===== src/sv/hsv_pkg.sv =====
`default_nettype none
// ----------------------------------------------------------------------------
// hsv_pkg
// Shared types, constants and sector role helpers for the HSV to RGB core.
// ----------------------------------------------------------------------------
package hsv_pkg;

  localparam int unsigned HueW   = 9;
  localparam int unsigned PctW   = 7;
  localparam int unsigned ChanW  = 8;
  localparam int unsigned SecW   = 3;
  localparam int unsigned OffW   = 6;
  localparam int unsigned MixW   = 13;  // 60*100 max
  localparam int unsigned VmW    = 20;  // 100*6000 max
  localparam int unsigned ProdW  = 28;  // 255*100*6000 max
  localparam int unsigned NumChan = 3;

  localparam logic [HueW-1:0] HueMax    = 9'd360;
  localparam logic [PctW-1:0] PctMax    = 7'd100;
  localparam logic [OffW-1:0] SectorDeg = 6'd60;
  localparam logic [ProdW-1:0] ScaleDiv = 28'd600000;

  // floor(x/600000) ~ (x*RecipMul) >> RecipShift, low by at most one
  localparam int unsigned RecipShift = 40;
  localparam int unsigned RecipW     = 21;
  localparam int unsigned RecipProdW = ProdW + RecipW;
  localparam logic [RecipW-1:0] RecipMul =
      RecipW'((64'd1 << RecipShift) / 64'd600000);

  typedef enum logic [1:0] {
    ROLE_OFF,
    ROLE_FULL,
    ROLE_RISE,
    ROLE_FALL
  } role_e;

  typedef struct packed {
    logic [HueW-1:0] hue_deg;
    logic [PctW-1:0] saturation_pct;
    logic [PctW-1:0] value_pct;
  } hsv_in_t;

  typedef struct packed {
    logic [ChanW-1:0] red;
    logic [ChanW-1:0] green;
    logic [ChanW-1:0] blue;
  } hsv_out_t;

  typedef struct packed {
    logic [SecW-1:0] sector;
    logic [OffW-1:0] offset;
    logic [PctW-1:0] sat;
    logic [PctW-1:0] val;
  } sector_t;

  typedef logic [NumChan-1:0][ProdW-1:0] prod_t;

  // channel 0 red, 1 green, 2 blue
  function automatic role_e sector_role(logic [SecW-1:0] sector, logic [1:0] ch);
    role_e r;
    role_e g;
    role_e b;
    case (sector)
      3'd0: begin r = ROLE_FULL; g = ROLE_RISE; b = ROLE_OFF;  end
      3'd1: begin r = ROLE_FALL; g = ROLE_FULL; b = ROLE_OFF;  end
      3'd2: begin r = ROLE_OFF;  g = ROLE_FULL; b = ROLE_RISE; end
      3'd3: begin r = ROLE_OFF;  g = ROLE_FALL; b = ROLE_FULL; end
      3'd4: begin r = ROLE_RISE; g = ROLE_OFF;  b = ROLE_FULL; end
      default: begin r = ROLE_FULL; g = ROLE_OFF; b = ROLE_FALL; end
    endcase
    case (ch)
      2'd0:    return r;
      2'd1:    return g;
      default: return b;
    endcase
  endfunction

  function automatic logic [OffW-1:0] role_weight(role_e role, logic [OffW-1:0] offset);
    case (role)
      ROLE_FULL: return SectorDeg;
      ROLE_RISE: return offset;
      ROLE_FALL: return SectorDeg - offset;
      default:   return '0;
    endcase
  endfunction

endpackage
`default_nettype wire


===== src/sv/hsv_to_rgb_converter_core.sv =====
`default_nettype none
// ----------------------------------------------------------------------------
// hsv_to_rgb_converter_core
// HSV (degrees, percent, percent) to 8-bit RGB pixel converter.
// ----------------------------------------------------------------------------
// Usage:
//   Drive pixel_i and raise start_i for one cycle per pixel; a beat is taken
//   at every rising edge where start_i is high and busy_o is low. busy_o is
//   always low: the pipeline takes one pixel every cycle.
//   Each result appears on rgb_o for exactly one cycle with done_o high,
//   after six register stages (clamp/sector, mix, scale, reciprocal
//   estimate, back-multiply, correction). Results leave in input order.
//   Throughput is one pixel per clock, set by the six-stage pipeline with
//   all three channels computed in parallel lanes.
//   Percentages above 100 saturate to 100; hue of 360 or above wraps to 0.
//   Reset clears all pipeline valid bits; in-flight pixels are dropped.
//   The receiver must take every result; there is no back pressure.
// ----------------------------------------------------------------------------
module hsv_to_rgb_converter_core import hsv_pkg::*; (
  input  wire logic    clk_i,
  input  wire logic    rst_ni,
  input  wire logic    start_i,
  input  wire hsv_in_t pixel_i,
  output logic         busy_o,
  output logic         done_o,
  output hsv_out_t     rgb_o
);

  logic    sec_valid;
  sector_t sec;
  logic    prod_valid;
  prod_t   prod;

  assign busy_o = 1'b0;

  hsv_sector u_sector (
    .clk_i   (clk_i),
    .rst_ni  (rst_ni),
    .valid_i (start_i && !busy_o),
    .pix_i   (pixel_i),
    .valid_o (sec_valid),
    .sec_o   (sec)
  );

  hsv_mix u_mix (
    .clk_i   (clk_i),
    .rst_ni  (rst_ni),
    .valid_i (sec_valid),
    .sec_i   (sec),
    .valid_o (prod_valid),
    .prod_o  (prod)
  );

  hsv_div u_div (
    .clk_i   (clk_i),
    .rst_ni  (rst_ni),
    .valid_i (prod_valid),
    .prod_i  (prod),
    .valid_o (done_o),
    .rgb_o   (rgb_o)
  );

endmodule
`default_nettype wire


===== src/sv/hsv_sector.sv =====
`default_nettype none
// ----------------------------------------------------------------------------
// hsv_sector
// Input clamp and hue split into sector and offset within the sector.
// ----------------------------------------------------------------------------
module hsv_sector import hsv_pkg::*; (
  input  wire logic    clk_i,
  input  wire logic    rst_ni,
  input  wire logic    valid_i,
  input  wire hsv_in_t pix_i,
  output logic         valid_o,
  output sector_t      sec_o
);

  logic            valid_q;
  sector_t         sec_q, sec_d;
  logic [HueW-1:0] hue;
  logic [HueW-1:0] base;
  logic [SecW-1:0] sector;

  always_comb begin
    // 360 and above wrap to sector 0, offset 0
    hue = (pix_i.hue_deg >= HueMax) ? '0 : pix_i.hue_deg;
    if (hue >= 9'd300) begin
      sector = 3'd5; base = 9'd300;
    end else if (hue >= 9'd240) begin
      sector = 3'd4; base = 9'd240;
    end else if (hue >= 9'd180) begin
      sector = 3'd3; base = 9'd180;
    end else if (hue >= 9'd120) begin
      sector = 3'd2; base = 9'd120;
    end else if (hue >= 9'd60) begin
      sector = 3'd1; base = 9'd60;
    end else begin
      sector = 3'd0; base = 9'd0;
    end
    sec_d.sector = sector;
    sec_d.offset = OffW'(hue - base);
    sec_d.sat    = (pix_i.saturation_pct > PctMax) ? PctMax : pix_i.saturation_pct;
    sec_d.val    = (pix_i.value_pct > PctMax) ? PctMax : pix_i.value_pct;
  end

  always_ff @(posedge clk_i or negedge rst_ni) begin
    if (!rst_ni) begin
      valid_q <= 1'b0;
    end else begin
      valid_q <= valid_i;
    end
  end

  always_ff @(posedge clk_i) begin
    sec_q <= sec_d;
  end

  assign valid_o = valid_q;
  assign sec_o   = sec_q;

endmodule
`default_nettype wire


===== src/sv/hsv_mix.sv =====
`default_nettype none
// ----------------------------------------------------------------------------
// hsv_mix
// Per-channel weight and mix term, then scaling by 255 * value.
// ----------------------------------------------------------------------------
module hsv_mix import hsv_pkg::*; (
  input  wire logic    clk_i,
  input  wire logic    rst_ni,
  input  wire logic    valid_i,
  input  wire sector_t sec_i,
  output logic         valid_o,
  output prod_t        prod_o
);

  logic                           mix_valid_q;
  logic [NumChan-1:0][MixW-1:0]   mix_q, mix_d;
  logic [PctW-1:0]                val_q;
  logic                           prod_valid_q;
  prod_t                          prod_q, prod_d;
  logic [PctW-1:0]                inv_sat;
  logic [MixW-1:0]                base_mix;
  logic [OffW-1:0]                weight;
  logic [VmW-1:0]                 vm;

  // stage A: mix = 60*(100-sat) + sat*w
  always_comb begin
    inv_sat  = PctMax - sec_i.sat;
    base_mix = MixW'(inv_sat) * MixW'(SectorDeg);
    for (int ch = 0; ch < NumChan; ch++) begin
      weight     = role_weight(sector_role(sec_i.sector, 2'(ch)), sec_i.offset);
      mix_d[ch]  = base_mix + MixW'(sec_i.sat) * MixW'(weight);
    end
  end

  // stage B: prod = 255 * val * mix, the 255 as shift and subtract
  always_comb begin
    for (int ch = 0; ch < NumChan; ch++) begin
      vm         = VmW'(val_q) * VmW'(mix_q[ch]);
      prod_d[ch] = {vm, 8'd0} - ProdW'(vm);
    end
  end

  always_ff @(posedge clk_i or negedge rst_ni) begin
    if (!rst_ni) begin
      mix_valid_q  <= 1'b0;
      prod_valid_q <= 1'b0;
    end else begin
      mix_valid_q  <= valid_i;
      prod_valid_q <= mix_valid_q;
    end
  end

  always_ff @(posedge clk_i) begin
    mix_q  <= mix_d;
    val_q  <= sec_i.val;
    prod_q <= prod_d;
  end

  assign valid_o = prod_valid_q;
  assign prod_o  = prod_q;

endmodule
`default_nettype wire


===== src/sv/hsv_div.sv =====
`default_nettype none
// ----------------------------------------------------------------------------
// hsv_div
// Division by 600000 per channel: reciprocal estimate, back-multiply,
// one-step correction. Three register stages.
// ----------------------------------------------------------------------------
module hsv_div import hsv_pkg::*; (
  input  wire logic    clk_i,
  input  wire logic    rst_ni,
  input  wire logic    valid_i,
  input  wire prod_t   prod_i,
  output logic         valid_o,
  output hsv_out_t     rgb_o
);

  logic [2:0]                      valid_q;
  logic [NumChan-1:0][ChanW-1:0]   est_q, est_d;
  prod_t                           prod_a_q;
  logic [NumChan-1:0][ChanW-1:0]   est_b_q;
  prod_t                           prod_b_q;
  prod_t                           back_q, back_d;
  logic [NumChan-1:0][ChanW-1:0]   quo;
  hsv_out_t                        rgb_q, rgb_d;
  logic [RecipProdW-1:0]           recip_prod;
  logic [ProdW-1:0]                rem;

  always_comb begin
    for (int ch = 0; ch < NumChan; ch++) begin
      recip_prod = RecipProdW'(prod_i[ch]) * RecipProdW'(RecipMul);
      est_d[ch]  = recip_prod[RecipShift +: ChanW];
    end
  end

  always_comb begin
    for (int ch = 0; ch < NumChan; ch++) begin
      back_d[ch] = ProdW'(est_q[ch]) * ScaleDiv;
    end
  end

  // estimate is exact or one low
  always_comb begin
    for (int ch = 0; ch < NumChan; ch++) begin
      rem     = prod_b_q[ch] - back_q[ch];
      quo[ch] = (rem >= ScaleDiv) ? est_b_q[ch] + 8'd1 : est_b_q[ch];
    end
    rgb_d.red   = quo[0];
    rgb_d.green = quo[1];
    rgb_d.blue  = quo[2];
  end

  always_ff @(posedge clk_i or negedge rst_ni) begin
    if (!rst_ni) begin
      valid_q <= '0;
    end else begin
      valid_q <= {valid_q[1:0], valid_i};
    end
  end

  always_ff @(posedge clk_i) begin
    est_q    <= est_d;
    prod_a_q <= prod_i;
    est_b_q  <= est_q;
    prod_b_q <= prod_a_q;
    back_q   <= back_d;
    rgb_q    <= rgb_d;
  end

  assign valid_o = valid_q[2];
  assign rgb_o   = rgb_q;

endmodule
`default_nettype wire

===== config.mk =====
export PLATFORM = sky130hd
export DESIGN_NAME = hsv_to_rgb_converter_core
export DESIGN_NICKNAME = d
export VERILOG_FILES = /design/src/sv/hsv_pkg.sv /design/src/sv/hsv_to_rgb_converter_core.sv /design/src/sv/hsv_sector.sv /design/src/sv/hsv_mix.sv /design/src/sv/hsv_div.sv
export SDC_FILE = /design/constraint.sdc
export NUM_CORES = 2
export LEC_CHECK = 0
export BUFFER_PORTS_ARGS = -buffer_cell sky130_fd_sc_hd__buf_4
export CAP_MARGIN = 10
export CORE_MARGIN = 2
export CORE_UTILIZATION = 55
export CTS_CLUSTER_SIZE = 28
export DETAILED_ROUTE_END_ITERATION = 8
export GPL_TIMING_DRIVEN = 0
export PLACE_DENSITY = 0.69
export RECOVER_POWER = 50
export SLEW_MARGIN = 15
export SYNTH_ARGS = -nofsm -noshare
export SYNTH_HDL_FRONTEND = slang
export SYNTH_SLANG_ARGS = --single-unit
export TNS_END_PERCENT = 20

===== constraint.sdc =====
create_clock -name clk_i -period 9.8 [get_ports clk_i]
set_clock_uncertainty 0.15 [all_clocks]
set_input_delay 0.98 -clock clk_i [delete_from_list [all_inputs] [get_ports clk_i]]
set_output_delay 0.98 -clock clk_i [all_outputs]
set_load 0.005 [all_outputs]

==> run metrics <==
syn_nets=8279; CP Class=reg -> reg; Die ar.=114000 um^2; Reg clk slew, reported paths=60 ps; Mapped Area=61300 um^2; hold_buf cts=1; commonest non-fill, non-tap cell in the layout=inv_1; period utilization=83.7%; Post-DP HPWL=115 mm; Synth cell types=89; Avg Inst Size Synth=9.88 um^2; Critical Path AT=8550 ps; cts repair resizes=0; io pins=52; pin count of the biggest net entering global routing=15; Max Cap Violations=0; Antenna Nets Post-Route=0; Overflow after GRT=0; Final setup viols=0; layout cells sized above 1=2.99%; Seq/Total Area, Yosys=14.0%; core area=111000 um^2; latest clock arrival within the worst-skew pair=650 ps; total CTS buffers=50; # DRC=0; maximum clock rate=122 MHz; post-CTS setup buffers=0; uppermost layer routed=met4; Via density=5.29; Seq cells post-synth=426; Yosys top cell by area=fa_1; vias in the first global route=44516; post-route minimum period=8200 ps; routed length on met1=57.5 mm; Gate Count Post-Synth=6204; vias post-DR=41423; DR pass1 iterations=8; Setup TNS Final=0 ps; port buffer count=50; startpoint type of the worst setup path=register; kind of end point of the critical path=register; CTS tree=built; HP Class=reg -> reg; first-pass GRT wire length=223 mm; Rows=122; Hold Vio Cnt, Final=0; Rel. slew slack=35.9%; routed wl met2=64.2 mm; clock sink total=426; area grow syn2layout=6.49%; initial antenna violation count=1; die height=338 um; ys flop type=dfxtp_1; most frequent cells in the layout=1489 x inv_1, 1052 x fa_1, 997 x ha_1, 420 x dfxtp_1, 304 x nand2_1; H-tree Lvls=2; Post-synth ARST share=1.41%; CP required=10150 ps; fillers=9493; Post-synth EDFFs=0; final WL=132 mm; Global Route Usage Sum=24.6%; GP Congestion=0.955; DRT iter0 DRCs=2299; Bufs on Longest Clock Path=3; Worst Tran Pin Value=955 ps; RSZ-0062 raised after global routing=false; max-slew violation count=0; met3 routed WL=7.18 mm; nets=8382; die width=338 um; crit-path max FO=10; Synth top area share=34.4%; synth top area cells=fa_1 34%, ha_1 20%, dfxtp_1 14%, inv_1 9.1%, xnor2_1 3.1%; DR WL/cell=16.9 um; clk root buf=clkbuf_16; Starting Density=55.4%; yosys warns=0; status=complete, no violations
per-layer routing:
metal | track usage (%) | vias to the layer above
met4 | 6.97 | 0
met1 | 32.1 | 20443
met3 | 3.79 | 199
li1 | - | 19841
met2 | 42.4 | 940
met5 | 0 | -
cells in the mapped netlist, types with 7 or more instances:
cell type,n
dfxtp_1,420
o41ai_1,11
clkbuf_1,70
a211o_1,10
nor4_1,14
nand2b_1,44
nand4_1,49
o22ai_1,10
or3_1,13
mux2i_1,10
ha_1,997
a31o_2,11
o21ai_0,137
nand2_1,304
a221oi_1,7
a31oi_1,16
nor3_1,64
a21o_1,130
nor2b_1,37
o211ai_1,11
a211oi_1,22
or2_2,20
xnor2_1,219
fa_1,1052
inv_1,1489
o21bai_1,33
nand3b_1,8
xor2_1,82
o31ai_1,10
nor2_1,178
and2_1,240
and3_1,24
a21boi_0,10
o2111ai_1,8
a21oi_1,216
o21a_1,34
nand3_1,69
per-stage QoR:
stage               worst slack [ps]  hold slack [ps]  util (%)  cells  instance area, um^2
floorplan                       3090              160         -   6204                61300
global placement                1850              160      57.4   7742                63500
detailed placement              1780              162      57.4   7742                63500
CTS                             1750              171      59.0   7835                65300
global route                    1080              178      59.0   7835                65300
finish                          1600              172      59.0   7836                65300
path summary, 6_finish.rpt:
kind | start | depth (start not counted) | endpoint | slack [ps]
hold reg to reg | u_div.prod_a_q[70] | 0 | u_div.prod_b_q[70] | 170
min in group asynchronous | rst_ni | 2 | u_div.valid_q[2] | 650
hold / removal | u_div.prod_a_q[70] | 0 | u_div.prod_b_q[70] | 170
max in group asynchronous | rst_ni | 2 | u_sector.valid_o | 8610
setup reg to reg | u_mix.val_q[4] | 27 | u_mix.prod_o[80] | 1600
setup / recovery | u_mix.val_q[4] | 27 | u_mix.prod_o[80] | 1600
worst max-delay path, cell delays in order (launching register included):
cell	delay, ps
dfxtp_1	400
clkbuf_1	360
clkbuf_1	710
nand2_1	180
fa_1	550
fa_1	490
inv_1	50
fa_1	480
inv_1	60
fa_1	470
inv_1	40
ha_1	310
a21oi_1	200
o21ai_0	160
a211oi_1	270
o21ai_0	240
a21oi_1	200
o21bai_1	90
xnor2_1	470
ha_1	370
a21oi_1	280
nand2_1	80
o21ai_0	480
o22ai_1	220
o21ai_0	200
and2_1	220
nand3_1	110
xor2_1	200
cell families (layout without fill, tap and decap cells):
kind of cell,Yosys count,after routing,synth area share [%]
and+or+nand+nor,1088,1088,8.99
muxes,16,16,0.274
AOI/OAI and AO/OA,759,759,8.17
other,1,2,0.00612
buffers and inverters,1564,1707,9.59
DFF,426,426,14.0
xor gates and xnor gates,301,301,4.30
adders and majority gates,2049,2049,54.7
final cells by class:
cell class              instances  area (um^2)  area share (%)
repair buffers                 51          370           0.567
diodes                          1         2.50         0.00383
clock buffers                  60         1360            2.08
inverters                    1490         5590            8.57
flip-flops and latches        426         8560            13.1
multi-input cells            4214        46900            71.8
clock inverters                32          384           0.589
plain buffers                  74          283           0.433
well taps                    1488         1860            2.85
flip-flops by register name, indices dropped and copies added, names as in the netlist, 3 cells and up:
| signal | cells |
|---|---|
| u_mix.prod_o | 84 |
| u_div.prod_a_q | 66 |
| u_div.prod_b_q | 66 |
| u_div.back_q | 63 |
| u_mix.mix_q | 39 |
| u_div.est_b_q | 24 |
| u_div.est_q | 24 |
| u_div.rgb_o | 24 |
| u_sector.sec_o | 23 |
| u_mix.val_q | 7 |
| u_div.valid_q | 3 |
Power is left out: the tool's default activity adds up to more than one toggle a clock period on the data nets, which glitch-free logic cannot reach.
